==> config.mk <==
export PLATFORM = sky130hd
export DESIGN_NAME = rgb_gradient_stepper_flat
export DESIGN_NICKNAME = d
export VERILOG_FILES = /design/src/rgs_pkg.sv /design/src/rgs_if.sv /design/src/rgs_datapath.sv /design/src/rgs_ctrl.sv /design/src/rgb_gradient_stepper.sv /design/src/flat_wrapper.sv
export SDC_FILE = /design/constraint.sdc
export NUM_CORES = 1
export LEC_CHECK = 0
export BUFFER_PORTS_ARGS = -buffer_cell sky130_fd_sc_hd__buf_4
export CORE_MARGIN = 2
export CORE_UTILIZATION = 30
export DETAILED_ROUTE_END_ITERATION = 8
export HOLD_SLACK_MARGIN = 0.08
export SLEW_MARGIN = 30
export SYNTH_ARGS = -nofsm -noshare
export SYNTH_HDL_FRONTEND = slang
export SYNTH_SLANG_ARGS = --single-unit
==> constraint.sdc <==
create_clock -name clk_i -period 3.1 [get_ports clk_i]
set_clock_uncertainty 0.1 [all_clocks]
set_input_delay 0.155 -clock clk_i [delete_from_list [all_inputs] [get_ports clk_i]]
set_output_delay 0.155 -clock clk_i [all_outputs]
set_load 0.05 [all_outputs]
==> src/rgs_pkg.sv <==
// rgs_pkg: shared widths, constants and controller/datapath handshake types
// for the rgb gradient stepper; no dependencies
package rgs_pkg;

  localparam int unsigned CH_W      = 8;  // color channel width
  localparam int unsigned IDX_W     = 7;  // point index width on the output
  localparam int unsigned NUM_CH    = 3;  // red, green, blue
  localparam int unsigned DIV_STEPS = CH_W;  // one quotient bit per cycle
  localparam int unsigned STEP_W    = $clog2(DIV_STEPS);

  typedef struct packed {
    logic load;      // capture a new request
    logic div_step;  // one restoring divide iteration on all lanes
    logic emit;      // advance to the next color and register it
  } ctrl_cmd_t;

  typedef struct packed {
    logic in_zero;    // request on the input carries zero divisions
    logic emit_last;  // the next emitted color closes the run
  } dp_status_t;

endpackage

==> src/rgs_if.sv <==
// rgs_in_if / rgs_out_if: valid-ready channels for requests and colors
// depends on rgs_pkg
interface rgs_in_if import rgs_pkg::*; ();
  logic            valid;
  logic            ready;
  logic [CH_W-1:0] start_red;
  logic [CH_W-1:0] start_green;
  logic [CH_W-1:0] start_blue;
  logic [CH_W-1:0] end_red;
  logic [CH_W-1:0] end_green;
  logic [CH_W-1:0] end_blue;
  logic [CH_W-1:0] divisions;

  modport source (
    output valid, start_red, start_green, start_blue,
    output end_red, end_green, end_blue, divisions,
    input  ready
  );
  modport sink (
    input  valid, start_red, start_green, start_blue,
    input  end_red, end_green, end_blue, divisions,
    output ready
  );
endinterface

interface rgs_out_if import rgs_pkg::*; ();
  logic             valid;
  logic             ready;
  logic [CH_W-1:0]  mid_red;
  logic [CH_W-1:0]  mid_green;
  logic [CH_W-1:0]  mid_blue;
  logic [IDX_W-1:0] point_index;
  logic             last_point;

  modport source (
    output valid, mid_red, mid_green, mid_blue, point_index, last_point,
    input  ready
  );
  modport sink (
    input  valid, mid_red, mid_green, mid_blue, point_index, last_point,
    output ready
  );
endinterface

==> src/rgs_datapath.sv <==
// rgs_datapath: three-lane serial signed divider, color accumulators and
// output register; depends on rgs_pkg, driven by rgs_ctrl commands
module rgs_datapath import rgs_pkg::*; #(
  parameter int unsigned MAX_DIVISIONS = 64
) (
  input  logic             clk_i,
  input  ctrl_cmd_t        cmd_i,
  output dp_status_t       status_o,
  input  logic [CH_W-1:0]  start_red_i,
  input  logic [CH_W-1:0]  start_green_i,
  input  logic [CH_W-1:0]  start_blue_i,
  input  logic [CH_W-1:0]  end_red_i,
  input  logic [CH_W-1:0]  end_green_i,
  input  logic [CH_W-1:0]  end_blue_i,
  input  logic [CH_W-1:0]  divisions_i,
  output logic [CH_W-1:0]  mid_red_o,
  output logic [CH_W-1:0]  mid_green_o,
  output logic [CH_W-1:0]  mid_blue_o,
  output logic [IDX_W-1:0] point_index_o,
  output logic             last_point_o
);

  localparam int unsigned CNT_W = $clog2(MAX_DIVISIONS + 1);
  localparam int unsigned DVS_W = $clog2(MAX_DIVISIONS + 2);

  logic [CH_W-1:0]  start_ch [NUM_CH];
  logic [CH_W-1:0]  end_ch   [NUM_CH];

  logic [CNT_W-1:0] n_sat;
  logic [CNT_W-1:0] n_q, n_d;
  logic [CNT_W-1:0] k_q, k_d;
  logic [DVS_W-1:0] divisor;

  logic [CH_W-1:0]  quo_q [NUM_CH];  // magnitude, then quotient bits
  logic [CH_W-1:0]  quo_d [NUM_CH];
  logic [CH_W-1:0]  rem_q [NUM_CH];
  logic [CH_W-1:0]  rem_d [NUM_CH];
  logic             neg_q [NUM_CH];
  logic             neg_d [NUM_CH];
  logic [CH_W-1:0]  acc_q [NUM_CH];
  logic [CH_W-1:0]  acc_d [NUM_CH];
  logic [CH_W-1:0]  mid_q [NUM_CH];
  logic [CH_W-1:0]  mid_d [NUM_CH];
  logic [IDX_W-1:0] idx_q, idx_d;
  logic             last_q, last_d;

  logic [CH_W:0]    diff   [NUM_CH];
  logic [CH_W:0]    rem_sh [NUM_CH];
  logic [CH_W:0]    rem_sub[NUM_CH];
  logic [CH_W-1:0]  step   [NUM_CH];

  assign start_ch[0] = start_red_i;
  assign start_ch[1] = start_green_i;
  assign start_ch[2] = start_blue_i;
  assign end_ch[0]   = end_red_i;
  assign end_ch[1]   = end_green_i;
  assign end_ch[2]   = end_blue_i;

  assign n_sat = (divisions_i > CH_W'(MAX_DIVISIONS)) ? CNT_W'(MAX_DIVISIONS)
                                                      : CNT_W'(divisions_i);
  assign divisor = DVS_W'(n_q) + DVS_W'(1);

  assign status_o.in_zero   = (divisions_i == '0);
  assign status_o.emit_last = ((k_q + CNT_W'(1)) == n_q);

  always_comb begin
    n_d    = n_q;
    k_d    = k_q;
    idx_d  = idx_q;
    last_d = last_q;
    for (int i = 0; i < NUM_CH; i++) begin
      diff[i]    = {1'b0, end_ch[i]} - {1'b0, start_ch[i]};
      rem_sh[i]  = {rem_q[i], quo_q[i][CH_W-1]};
      rem_sub[i] = rem_sh[i] - (CH_W + 1)'(divisor);
      step[i]    = neg_q[i] ? (CH_W'(0) - quo_q[i]) : quo_q[i];
      quo_d[i]   = quo_q[i];
      rem_d[i]   = rem_q[i];
      neg_d[i]   = neg_q[i];
      acc_d[i]   = acc_q[i];
      mid_d[i]   = mid_q[i];
      if (cmd_i.load) begin
        neg_d[i] = diff[i][CH_W];
        quo_d[i] = diff[i][CH_W] ? CH_W'(~diff[i] + 1'b1) : diff[i][CH_W-1:0];
        rem_d[i] = '0;
        acc_d[i] = start_ch[i];
      end else if (cmd_i.div_step) begin
        if (rem_sh[i] >= (CH_W + 1)'(divisor)) begin
          rem_d[i] = rem_sub[i][CH_W-1:0];
          quo_d[i] = {quo_q[i][CH_W-2:0], 1'b1};
        end else begin
          rem_d[i] = rem_sh[i][CH_W-1:0];
          quo_d[i] = {quo_q[i][CH_W-2:0], 1'b0};
        end
      end else if (cmd_i.emit) begin
        acc_d[i] = acc_q[i] + step[i];
        mid_d[i] = acc_d[i];
      end
    end
    if (cmd_i.load) begin
      n_d = n_sat;
      k_d = '0;
    end else if (cmd_i.emit) begin
      k_d    = k_q + CNT_W'(1);
      idx_d  = IDX_W'(k_d);
      last_d = status_o.emit_last;
    end
  end

  always_ff @(posedge clk_i) begin
    n_q    <= n_d;
    k_q    <= k_d;
    idx_q  <= idx_d;
    last_q <= last_d;
    for (int i = 0; i < NUM_CH; i++) begin
      quo_q[i] <= quo_d[i];
      rem_q[i] <= rem_d[i];
      neg_q[i] <= neg_d[i];
      acc_q[i] <= acc_d[i];
      mid_q[i] <= mid_d[i];
    end
  end

  assign mid_red_o     = mid_q[0];
  assign mid_green_o   = mid_q[1];
  assign mid_blue_o    = mid_q[2];
  assign point_index_o = idx_q;
  assign last_point_o  = last_q;

endmodule

==> src/rgs_ctrl.sv <==
// rgs_ctrl: request/divide/emit state machine and output valid register
// depends on rgs_pkg, commands rgs_datapath
module rgs_ctrl import rgs_pkg::*; (
  input  logic       clk_i,
  input  logic       rst_ni,
  input  logic       in_valid_i,
  output logic       in_ready_o,
  output logic       out_valid_o,
  input  logic       out_ready_i,
  input  dp_status_t status_i,
  output ctrl_cmd_t  cmd_o
);

  localparam logic [1:0] S_IDLE = 2'd0;
  localparam logic [1:0] S_DIV  = 2'd1;
  localparam logic [1:0] S_EMIT = 2'd2;

  localparam logic [STEP_W-1:0] STEP_LAST = STEP_W'(DIV_STEPS - 1);

  logic [1:0]        state_q, state_d;
  logic [STEP_W-1:0] cnt_q, cnt_d;
  logic              out_valid_q, out_valid_d;
  logic              out_free;

  assign out_free   = !out_valid_q || out_ready_i;
  assign in_ready_o = (state_q == S_IDLE);

  always_comb begin
    state_d     = state_q;
    cnt_d       = cnt_q;
    cmd_o       = '0;
    out_valid_d = out_valid_q && !out_ready_i;
    unique case (state_q)
      S_IDLE: begin
        if (in_valid_i) begin
          cmd_o.load = 1'b1;
          cnt_d      = '0;
          if (!status_i.in_zero) begin
            state_d = S_DIV;
          end
        end
      end
      S_DIV: begin
        cmd_o.div_step = 1'b1;
        cnt_d          = cnt_q + STEP_W'(1);
        if (cnt_q == STEP_LAST) begin
          state_d = S_EMIT;
        end
      end
      S_EMIT: begin
        if (out_free) begin
          cmd_o.emit  = 1'b1;
          out_valid_d = 1'b1;
          if (status_i.emit_last) begin
            state_d = S_IDLE;
          end
        end
      end
      default: begin
        state_d = S_IDLE;
      end
    endcase
  end

  always_ff @(posedge clk_i or negedge rst_ni) begin
    if (!rst_ni) begin
      state_q     <= S_IDLE;
      cnt_q       <= '0;
      out_valid_q <= 1'b0;
    end else begin
      state_q     <= state_d;
      cnt_q       <= cnt_d;
      out_valid_q <= out_valid_d;
    end
  end

  assign out_valid_o = out_valid_q;

`ifndef SYNTH
  a_emit_into_free: assert property (@(posedge clk_i) disable iff (!rst_ni)
    cmd_o.emit |-> (!out_valid_q || out_ready_i))
    else $error("color emitted over a pending transaction");

  a_div_length: assert property (@(posedge clk_i) disable iff (!rst_ni)
    (state_q == S_DIV && cnt_q == STEP_LAST) |=> (state_q == S_EMIT))
    else $error("divide did not finish after all quotient bits");

  a_out_held: assert property (@(posedge clk_i) disable iff (!rst_ni)
    (out_valid_q && !out_ready_i) |=> out_valid_q)
    else $error("pending color dropped");

  a_no_load_busy: assert property (@(posedge clk_i) disable iff (!rst_ni)
    cmd_o.load |-> !cmd_o.emit && !cmd_o.div_step)
    else $error("request captured while busy");
`endif

endmodule

==> src/rgb_gradient_stepper.sv <==
// rgb_gradient_stepper: top level, linear color gradient generator
// depends on rgs_pkg, rgs_if, rgs_ctrl and rgs_datapath
//
// usage:
//   in_i carries one request: start color, end color and a division count N
//   (saturated to MAX_DIVISIONS). out_o returns N colors start + k*q per
//   channel, k = 1..N, with q = (end - start) / (N + 1) truncated toward
//   zero; point_index gives k and last_point marks the final color.
//   a request with N = 0 is taken and produces nothing.
// timing:
//   a request is taken only while no run is in progress; the divide then
//   runs at one quotient bit per cycle, all three channels in parallel,
//   and the colors follow, one color per cycle while out_o.ready is high.
//   the next request can be taken while the final color still waits.
// stalls and reset:
//   a stalled color holds in the output register and the run pauses.
//   reset clears the controller and drops any run and pending color.
module rgb_gradient_stepper import rgs_pkg::*; #(
  parameter int unsigned MAX_DIVISIONS = 64
) (
  input  logic clk_i,
  input  logic rst_ni,
  rgs_in_if.sink    in_i,
  rgs_out_if.source out_o
);

  ctrl_cmd_t  cmd;
  dp_status_t status;

  rgs_ctrl u_ctrl (
    .clk_i       (clk_i),
    .rst_ni      (rst_ni),
    .in_valid_i  (in_i.valid),
    .in_ready_o  (in_i.ready),
    .out_valid_o (out_o.valid),
    .out_ready_i (out_o.ready),
    .status_i    (status),
    .cmd_o       (cmd)
  );

  rgs_datapath #(
    .MAX_DIVISIONS (MAX_DIVISIONS)
  ) u_datapath (
    .clk_i         (clk_i),
    .cmd_i         (cmd),
    .status_o      (status),
    .start_red_i   (in_i.start_red),
    .start_green_i (in_i.start_green),
    .start_blue_i  (in_i.start_blue),
    .end_red_i     (in_i.end_red),
    .end_green_i   (in_i.end_green),
    .end_blue_i    (in_i.end_blue),
    .divisions_i   (in_i.divisions),
    .mid_red_o     (out_o.mid_red),
    .mid_green_o   (out_o.mid_green),
    .mid_blue_o    (out_o.mid_blue),
    .point_index_o (out_o.point_index),
    .last_point_o  (out_o.last_point)
  );

endmodule

==> src/flat_wrapper.sv <==
// flat-port wrapper written by rule: the top's interface ports become plain ports
module rgb_gradient_stepper_flat import rgs_pkg::*;
#(
  parameter int unsigned MAX_DIVISIONS = 64
)
  (clk_i, rst_ni, in_i_valid, in_i_start_red, in_i_start_green, in_i_start_blue, in_i_end_red, in_i_end_green, in_i_end_blue, in_i_divisions, in_i_ready, out_o_valid, out_o_mid_red, out_o_mid_green, out_o_mid_blue, out_o_point_index, out_o_last_point, out_o_ready);
  rgs_in_if in_i_i ();
  rgs_out_if out_o_i ();
  input  logic clk_i;
  input  logic rst_ni;
  input wire logic [$bits(in_i_i.valid)-1:0] in_i_valid;
  input wire logic [$bits(in_i_i.start_red)-1:0] in_i_start_red;
  input wire logic [$bits(in_i_i.start_green)-1:0] in_i_start_green;
  input wire logic [$bits(in_i_i.start_blue)-1:0] in_i_start_blue;
  input wire logic [$bits(in_i_i.end_red)-1:0] in_i_end_red;
  input wire logic [$bits(in_i_i.end_green)-1:0] in_i_end_green;
  input wire logic [$bits(in_i_i.end_blue)-1:0] in_i_end_blue;
  input wire logic [$bits(in_i_i.divisions)-1:0] in_i_divisions;
  output wire logic [$bits(in_i_i.ready)-1:0] in_i_ready;
  output wire logic [$bits(out_o_i.valid)-1:0] out_o_valid;
  output wire logic [$bits(out_o_i.mid_red)-1:0] out_o_mid_red;
  output wire logic [$bits(out_o_i.mid_green)-1:0] out_o_mid_green;
  output wire logic [$bits(out_o_i.mid_blue)-1:0] out_o_mid_blue;
  output wire logic [$bits(out_o_i.point_index)-1:0] out_o_point_index;
  output wire logic [$bits(out_o_i.last_point)-1:0] out_o_last_point;
  input wire logic [$bits(out_o_i.ready)-1:0] out_o_ready;
  assign in_i_i.valid = in_i_valid;
  assign in_i_i.start_red = in_i_start_red;
  assign in_i_i.start_green = in_i_start_green;
  assign in_i_i.start_blue = in_i_start_blue;
  assign in_i_i.end_red = in_i_end_red;
  assign in_i_i.end_green = in_i_end_green;
  assign in_i_i.end_blue = in_i_end_blue;
  assign in_i_i.divisions = in_i_divisions;
  assign in_i_ready = in_i_i.ready;
  assign out_o_valid = out_o_i.valid;
  assign out_o_mid_red = out_o_i.mid_red;
  assign out_o_mid_green = out_o_i.mid_green;
  assign out_o_mid_blue = out_o_i.mid_blue;
  assign out_o_point_index = out_o_i.point_index;
  assign out_o_last_point = out_o_i.last_point;
  assign out_o_i.ready = out_o_ready;
  rgb_gradient_stepper #(.MAX_DIVISIONS(MAX_DIVISIONS)) u_core (.clk_i(clk_i), .rst_ni(rst_ni), .in_i(in_i_i), .out_o(out_o_i));
endmodule
* After elaboration in Yosys (flattened, before gate mapping)
Memories as Yosys holds them, arrays and structs flattened. Cells that the tools add are included.
Word-level totals: flip-flop bits (word level) 28, memories kept 5, bits in writable memories 99, input bits 60, output and inout port bits 34, word-level logic and storage cells 117
Memory list:
- u_core.u_datapath.acc_q | depth 3, width 8, read ports 3, clocked after Yosys merged registers in 0, wr ports 3, line rgs_datapath.sv:40 | logic [CH_W-1:0] acc_q [NUM_CH];
- u_core.u_datapath.mid_q | depth 3, width 8, read ports 3, clocked after Yosys merged registers in 0, wr ports 3, line rgs_datapath.sv:42 | logic [CH_W-1:0] mid_q [NUM_CH];
- u_core.u_datapath.quo_q | depth 3, width 8, read ports 3, clocked after Yosys merged registers in 0, wr ports 3, line rgs_datapath.sv:34 | logic [CH_W-1:0] quo_q [NUM_CH];
- u_core.u_datapath.rem_q | depth 3, width 8, read ports 3, clocked after Yosys merged registers in 0, wr ports 3, line rgs_datapath.sv:36 | logic [CH_W-1:0] rem_q [NUM_CH];
- u_core.u_datapath.neg_q | depth 3, width 1, read ports 3, clocked after Yosys merged registers in 0, wr ports 3, line rgs_datapath.sv:38 | logic neg_q [NUM_CH];
Operators by class: reduce and logical (&&, ||, !) cells 10, eq/ne operators 9, mux-type cells 60, $add $sub $neg 18, magnitude comparators 4, bitwise gates (word level) 4
Operators by type and width (count):
- 2-to-1 mux 8 bit | 39
- greater-or-equal comparator 9 x 7 -> 1 bit | 3
- subtractor 8 x 8 -> 9 bit | 3
- adder 8 x 1 -> 8 bit (second input constant) | 3
- adder 8 bit | 3
- NOT 8 bit | 3
- subtractor 1 x 8 -> 8 bit (first input constant) | 3
- subtractor 8 x 7 -> 8 bit | 3
- adder 7 x 1 -> 7 bit (second input constant) | 2
- 2-to-1 mux 1 bit | 13
- 2-to-1 mux 2 bit | 5
- > comparator 8 x 7 -> 1 bit (second input constant) | 1
- zero test 8 bit | 1
- inequality test 2 bit (second input constant) | 4
- equality test 7 bit | 1
- one-hot mux 2 bit (3 select lines) | 1
- one-hot mux 3 bit (2 select lines) | 1
- AND reduction 5 bit | 1
- AND reduction 2 bit | 2
- adder 3 x 1 -> 3 bit (second input constant) | 1
- equality test 3 bit (second input constant) | 1
- 2-to-1 mux 3 bit | 1
- equality test 2 x 1 -> 1 bit (second input constant) | 1
- equality test 2 bit (second input constant) | 1
- other kinds (7) | 8

* Depth between registers and ports, before layout
Gate-level depths: netlist of run 1.
depth after elaboration 7, mapped depth 13

* Hierarchy
Synthesis of run 1 repeated with hierarchy kept, for this count alone.
Second synthesis, totals: cells, all modules 887, area, all modules 8807.2 sq um
By module, submodules not included:
- rgs_datapath | area an instance 8519.4 sq um, instances 1, cells each 862, sequential area each 3323.2 sq um
- rgs_ctrl | area an instance 287.8 sq um, instances 1, cells each 25, sequential area each 150.1 sq um

* Least setup slack after synthesis of run 1
OpenSTA, ideal clock, no wires.
path kind register -> register, start point register u_core.u_datapath.n_q[0], end point memory u_core.u_datapath.rem_q[0][2], stages on the path, launching flop included 12, period minus slack after synthesis 3012 ps, required time 2853 ps, data arrival time 2765 ps, setup slack 88 ps, cell sequence edfxtp_1 > ha_1 > inv_1 > ha_1 > nor2b_1 > o21ai_0 > a31oi_1 > o31a_1 > a2111oi_4 > buf_6 > mux2i_1 > o22ai_1
RTL lines:
- from (decl) | line rgs_datapath.sv:30 | logic [CNT_W-1:0] n_q, n_d;
- from (signal assigned) | line rgs_datapath.sv:110 | n_q <= n_d;
- to (decl) | line rgs_datapath.sv:36

==> results of run 1 <==
-- how the worst max path moves through the flow --
stage,depth (start not counted),to
floorplan,11,u_core.u_datapath.rem_q[0][2]$_SDFFE_PP0P_
CTS,12,u_core.u_datapath.acc_q[0][23]$_DFFE_PP_
detailed placement,10,u_core.u_datapath.rem_q[0][8]$_SDFFE_PP0P_
global placement,12,u_core.u_datapath.acc_q[0][23]$_DFFE_PP_
finish,11,u_core.u_datapath.rem_q[0][2]$_SDFFE_PP0P_
global route,12,u_core.u_datapath.acc_q[0][7]$_DFFE_PP_
-- final cells by class --
type,count,share of cell area
inverters,79,0.02654
clock inverters,11,0.007054
repair buffers,166,0.1199
flip-flops and latches,127,0.3108
multi-input cells,676,0.4485
well taps,384,0.04300
clock buffers,21,0.04412
-- metal layers --
layer  global-route usage  vias to the layer above  wire (um)
li1                     -                     3569          -
met1               0.1746                     3281       9708
met3              0.02350                       25        541
met2               0.2441                      110      10450
met4              0.04132                        0        304
met5                    0                        -          0
-- cell usage in the layout (no fill, tap or decap), types with 7 or more instances in the layout --
cell type,instances
a211o_1,7
or3_1,11
nor3_1,11
mux2i_1,16
edfxtp_1,90
a31oi_1,17
dlygate4sd3_1,36
clkbuf_16,19
nand2b_1,12
o21ai_0,62
xnor2_1,72
o31ai_1,9
fa_1,9
o21bai_1,7
o21ai_1,10
mux2_2,11
and2_1,9
inv_1,77
nor2b_1,10
nand3_1,22
o21a_1,8
nor2_1,42
nand2_1,110
a21oi_1,22
buf_4,129
ha_1,69
xor2_1,23
dfxtp_1,31
a21o_1,15
-- stage by stage --
| step | hold WS, ns | util | area, um2 | TNS [ns] |
|---|---|---|---|---|
| final | 0.1325 | 0.3883 | 11170 | 0 |
| after global routing | 0.1406 | 0.3883 | 11170 | -0.02842 |
| after CTS | 0.1125 | 0.3846 | 11070 | 0 |
| after detailed placement | -0.1330 | 0.3517 | 10120 | -0.1691 |
| after global placement | -0.1319 | 0.3517 | 10120 | 0 |
| after floorplan | -0.2406 | - | 8792 | 0 |
-- cells by family after synthesis --
logic type / after synthesis / synth area share
xor+xnor: 101 / 0.1062
simple gates: 255 / 0.1370
fa+ha+maj: 86 / 0.1286
compound gates: 207 / 0.1557
flops: 127 / 0.3950
buf+inv: 101 / 0.04511
mux: 27 / 0.03230
-- power breakdown --
part           total, mW  internal [mW]  switching [mW]
sequential          3.41           2.91           0.499
clock               1.91           1.14           0.770
combinational       6.31           2.96            3.35
total               11.6           7.01            4.62
-- state kept, by name (all words and copies together) (netlist names), 3 cells and up --
register and cells:
u_core.u_datapath.n_q 7, u_core.u_datapath.acc_q 24, u_core.u_datapath.neg_q 3, u_core.u_datapath.k_q 7, u_core.u_ctrl.cnt_q 3, u_core.u_datapath.rem_q 24, u_core.u_datapath.mid_q 24, u_core.u_datapath.point_index_o 7
u_core.u_datapath.quo_q 24
-- tightest hold or removal path, stage by stage --
cell and delay [ns]:
buf_4 0.08, nor2_1 0.08, and2_1 0.17
-- what timing repair did --
| action | CTS | global route |
|---|---|---|
| pin swaps | 0 | 4 |
| hold endpoints to repair | 39 | 0 |
| gates resized for setup | 4 | 18 |
| setup endpoints to repair | 7 | 24 |
| setup buffers | 0 | 4 |
| hold buffers | 36 | 0 |
==> results.sh, run 1 <==
export IMPL_drive_gt1_frac=0.1843
export IMPL_total_power_mw=11.63
export IMPL_cts_tree="built"
export IMPL_first_iter_violations=410
export IMPL_initial_utilization=0.3055
export IMPL_hold_depth=3
export IMPL_slew_limit_headroom=0.6416
export IMPL_clock_sinks=127
export IMPL_hold_path_class="in2reg"
export IMPL_peakVddDrop_v=0.0004482
export IMPL_synth_edff_count=90
export IMPL_synthArstFlopShare=0.04724
export IMPL_cp_arrival_ns=3.16
export IMPL_dpl_cell_count=1392
export IMPL_cp_end_kind="register"
export IMPL_crit_start="u_core.u_datapath.n_q[0]$_SDFFCE_PN0P_"
export IMPL_antennaDiodeCount=0
export IMPL_netlist_top_cells_count="111 x nand2_1, 90 x edfxtp_1, 78 x inv_1"
export IMPL_outcome="finished, final reports clean"
export IMPL_vias=6985
export IMPL_hold_path_end="u_core.u_datapath.n_q[4]$_SDFFCE_PN0P_"
export IMPL_vias_per_cell=4.771
export IMPL_clkTransAtPathRegs_ns=0.06
export IMPL_drv_slew=0
export IMPL_cts_buffers=17
export IMPL_gr_total_overflow=0
export IMPL_regArea_um2=3473
export IMPL_cp_start_kind="register"
export IMPL_synth_nets=1044
export IMPL_htree_levels=4
export IMPL_coreArea_um2=28780
export IMPL_crit_path_max_fanout=7
export IMPL_cp_slowest_cell="edfxtp_1"
export IMPL_synth_warnings=0
export IMPL_synth_ff_type="edfxtp_1"
export IMPL_dr_pass1_iters=5
export IMPL_fmax_mhz=334.8
export IMPL_synth_top_area_share=0.3074
export IMPL_place_ws_ns=-0.06418
export IMPL_nFillCells=2859
export IMPL_worst_pin_slew_ns=0.5364
export IMPL_area_growth_pct=27.10
export IMPL_yosysMostFrequentCell="nand2_1"
export IMPL_dp_hpwl_um=15680
export IMPL_grt_max_degree=38
export IMPL_r2r_end="u_core.u_datapath.rem_q[0][2]$_SDFFE_PP0P_"
export IMPL_critPathKind="reg2reg"
export IMPL_synth_area_um2=8792
export IMPL_post_route_period_util=0.9636
export IMPL_cts_buffer_depth=2
export IMPL_std_cell_rows=62
export IMPL_dieWidth_um=175.2
export IMPL_seq_area_frac_synth=0.3950
export IMPL_final_antenna_net_count=0
export IMPL_grt_pass1_vias=6919
export IMPL_cp_num_buf_inv=2
export IMPL_rr_worst_depth=11
export IMPL_crit_family="compound AO/OA/AOI/OAI gates"
export IMPL_wl_per_cell_um=14.34
export IMPL_io_buffers=93
export IMPL_clk_latency_ns=0.42
export IMPL_track_usage=0.1391
export IMPL_io_pins=94
export IMPL_hp_start="in_i_divisions[7]"
export IMPL_synthDistinctLibCells=67
export IMPL_synthCells=904
export IMPL_gp_congestion=0.8356
export IMPL_die_y_um=175.2
export IMPL_final_cells=1464
export IMPL_synth_seq_cells=127
export IMPL_synth_area_leader_cell="edfxtp_1"
export IMPL_grt_pass1_wl_um=34240
export IMPL_period_minus_slack_ns=2.987
export IMPL_reg2reg_slack_ns=0.11
export IMPL_syn_avg_cell_area_um2=9.726
export IMPL_antenna_found_initial=0
export IMPL_cpPeakStageDelay_ns=0.44
export IMPL_drc=0
export IMPL_layout_nets=1207
export IMPL_worstPathCellList="ha_4 > nand3_2 > xor2_2 > buf_4 > ha_1 > or2_2 > o31a_1 > a2111oi_4 > buf_6 > mux2i_1 > o22ai_1"
export IMPL_die_area_um2=30690
export IMPL_p_leak_nw=4.792
export IMPL_worstReg2RegStart="u_core.u_datapath.n_q[0]$_SDFFCE_PN0P_"
export IMPL_ctsRootBufferMaster="clkbuf_16"
export IMPL_hold_violations=0
export IMPL_totalWireLength_um=21000
export IMPL_synth_area_leaders="edfxtp_1 31%, ha_1 10%, xnor2_1 7.3%"
export IMPL_power_density_nw_per_um2=1041
export IMPL_setup_viol=0
export IMPL_setup_ws_ns=0.1127
export IMPL_worst_ep_required_time_ns=3.27
export IMPL_maxCapViolCount=0
export IMPL_multi_input_area_um2=5012
Power figures use the tool's default switching activity.
==> run 2: changes to the inputs <==
--- a/config.mk
+++ b/config.mk
@@ -7,9 +7,10 @@
 export LEC_CHECK = 0
 export BUFFER_PORTS_ARGS = -buffer_cell sky130_fd_sc_hd__buf_4
 export CORE_MARGIN = 2
-export CORE_UTILIZATION = 30
+export CORE_UTILIZATION = 25
 export DETAILED_ROUTE_END_ITERATION = 8
 export HOLD_SLACK_MARGIN = 0.08
+export PLACE_DENSITY = 0.5
 export SLEW_MARGIN = 30
 export SYNTH_ARGS = -nofsm -noshare
 export SYNTH_HDL_FRONTEND = slang
==> run 2 against run 1 <==
Compared with the run above:
- worst setup slack improved by 0.0025 ns
- via count increased by 0.20%
- clock-buffer cell count decreased by 3
- non-clock buffer count increased by 4
- routed wire length increased by 5.5%
- die area increased by 20%
- maximum frequency about the same
- sequential cell count unchanged
- sequential share of layout area decreased by 0.41 points
- critical endpoint is now u_core.u_datapath.quo_q[0][8]$_DFFE_PP_
- largest cell class unchanged
- highest routed layer unchanged
==> results.sh, run 2 (synthesis gave the netlist of run 1 again) <==
export IMPL_outcome="finished, final reports clean"
export IMPL_period_minus_slack_ns=2.985
export IMPL_antennaDiodeCount=0
export IMPL_gr_total_overflow=0
export IMPL_cts_tree="built"
export IMPL_cp_end_kind="register"
export IMPL_cts_setup_buffers=0
export IMPL_reg2reg_slack_ns=0.12
export IMPL_clk_latency_ns=0.43
export IMPL_first_iter_violations=299
export IMPL_antenna_found_initial=0
export IMPL_dieWidth_um=191.5
export IMPL_p_clk_frac=0.173
export IMPL_worst_ep_required_time_ns=3.16
export IMPL_switching_share=0.3961
export IMPL_totalWireLength_um=22160
export IMPL_cp_arrival_ns=3.05
export IMPL_io_buffers=93
export IMPL_dp_hpwl_um=16520
export IMPL_dr_pass1_iters=4
export IMPL_area_growth_pct=28.77
export IMPL_cts_buffer_depth=2
export IMPL_initial_utilization=0.2539
export IMPL_die_area_um2=36690
export IMPL_fmax_mhz=335.0
export IMPL_power_density_nw_per_um2=1043
export IMPL_worstReg2RegStart="u_core.u_datapath.n_q[1]$_SDFFCE_PN0P_"
export IMPL_grt_pass1_vias=7009
export IMPL_final_antenna_net_count=0
export IMPL_ctsRootBufferMaster="clkbuf_16"
export IMPL_gp_congestion=0.8094
export IMPL_internal_power_mw=7.130
export IMPL_crit_path_max_fanout=9
export IMPL_worst_pin_slew_ns=0.6039
export IMPL_hold_path_class="in2reg"
export IMPL_dpl_cell_area_um2=10290
export IMPL_layout_nets=1211
export IMPL_p_leak_nw=4.832
export IMPL_seq_power_share=0.288
export IMPL_critPathKind="reg2reg"
export IMPL_hold_violations=0
export IMPL_mostFrequentLayoutCells="130 x buf_4, 110 x nand2_1, 90 x edfxtp_1, 78 x inv_1, 72 x xnor2_1"
export IMPL_drv_slew=0
export IMPL_total_power_mw=11.81
export IMPL_clock_sinks=127
export IMPL_p_comb_frac=0.540
export IMPL_drive_gt1_frac=0.1854
export IMPL_coreArea_um2=34630
export IMPL_setup_viol=0
export IMPL_grt_max_degree=88
export IMPL_crit_path_end="u_core.u_datapath.quo_q[0][8]$_DFFE_PP_"
export IMPL_cp_slowest_cell="a211o_4"
export IMPL_cp_start_kind="register"
export IMPL_cts_buffers=17
export IMPL_vias_per_cell=4.548
export IMPL_setup_ws_ns=0.1152
export IMPL_r2r_end="u_core.u_datapath.quo_q[0][8]$_DFFE_PP_"
export IMPL_maxCapViolCount=0
export IMPL_std_cell_rows=68
export IMPL_fin_setup_tns_ns=0
export IMPL_rsz0062_at_grt="no"
export IMPL_worstPathCellList="ha_2 > inv_1 > ha_1 > nor2b_1 > o2111ai_1 > nand4b_1 > maj3_2 > a211o_4 > nor2_1 > a21oi_1"
export IMPL_peakVddDrop_v=0.0004545
export IMPL_grt_pass1_wl_um=35580
export IMPL_place_ws_ns=0.03930
export IMPL_stdcell_area_um2=11320
export IMPL_drc=0
export IMPL_post_route_period_util=0.9628
export IMPL_clkTransAtPathRegs_ns=0.06
export IMPL_crit_start="u_core.u_datapath.n_q[1]$_SDFFCE_PN0P_"
export IMPL_track_usage=0.1236
export IMPL_mostFrequentLayoutCell="buf_4"
export IMPL_rr_worst_depth=10
export IMPL_wl_per_cell_um=14.40
export IMPL_io_pins=94
export IMPL_slew_limit_headroom=0.5964
export IMPL_die_y_um=191.5
export IMPL_vias=6999
export IMPL_htree_levels=4
export IMPL_switchingPower_mw=4.676
export IMPL_cpPeakStageDelay_ns=0.41
[run 2: cell count changes in the layout (fill, tap and decap cells not counted), moves of 2 or more]
cell	delta
a21boi_1	-2
clkinv_2	-2
a21boi_0	+2
inv_6	+3
buf_12	+2
bufinv_16	+2
ha_4	-2
clkbuf_16	-2
[run 2: final cells by class]
cell class	instances	area, um2
well taps	455	569.3
inverters	79	296.5
flip-flops and latches	127	3473
clock buffers	18	439.2
clock inverters	14	157.7
multi-input cells	676	4989
fillers	3577	23310
repair buffers	170	1398
[run 2: power by group through the flow]
stage	combinational [mW]	sequential (mW)	clock, mW
floorplan	4.66	3.39	0
CTS	6.30	3.40	2.10
global route	7.20	3.49	2.17
detailed placement	6.23	3.42	0
finish	6.37	3.40	2.04
global placement	6.13	3.43	0
[run 2: through the flow]
stage               utilization  instances  hold WS (ns)
floorplan                     -        904       -0.2406
global placement         0.2971       1470       -0.1307
detailed placement       0.2971       1470       -0.1325
CTS                      0.3250       1539       0.08210
global route             0.3270       1539        0.1270
finish                   0.3270       1539        0.1042
[run 2: critical path: cells and delay by family, from the launching register on]
kind	cells	cell delay, ns
adders and majority gates	3	1.02
and+or+nand+nor	3	0.47
AOI/OAI and AO/OA	3	0.65
buffers and inverters	1	0.08
DFF	1	0.40
[run 2: per-layer routing]
layer,part of all wire,track usage
met3,0.024,0.02075
met1,0.48,0.1567
met2,0.49,0.2115
met5,0,0
met4,0.011,0.04231
[run 2: worst min-delay path by stage]
stage,depth (start not counted),endpoint,start,slack [ns]
finish,3,u_core.u_datapath.n_q[5]$_SDFFCE_PN0P_,in_i_divisions[7],0.10
global route,3,u_core.u_datapath.n_q[5]$_SDFFCE_PN0P_,in_i_divisions[7],0.13
CTS,3,u_core.u_datapath.n_q[5]$_SDFFCE_PN0P_,in_i_divisions[7],0.08
detailed placement,1,u_core.u_ctrl.out_valid_o$_DFF_PN0_,rst_ni,-0.13
global placement,1,u_core.u_ctrl.out_valid_o$_DFF_PN0_,rst_ni,-0.13
floorplan,0,u_core.u_ctrl.cnt_q[0]$_DFFE_PN0P_,rst_ni,-0.24
[run 2: what timing repair did]
item                                    4_1_cts  5_1_grt
hold buffers                                 37        0
gates resized for setup                       0       18
endpoints found under the setup margin        0       23
endpoints found under the hold margin        39        0
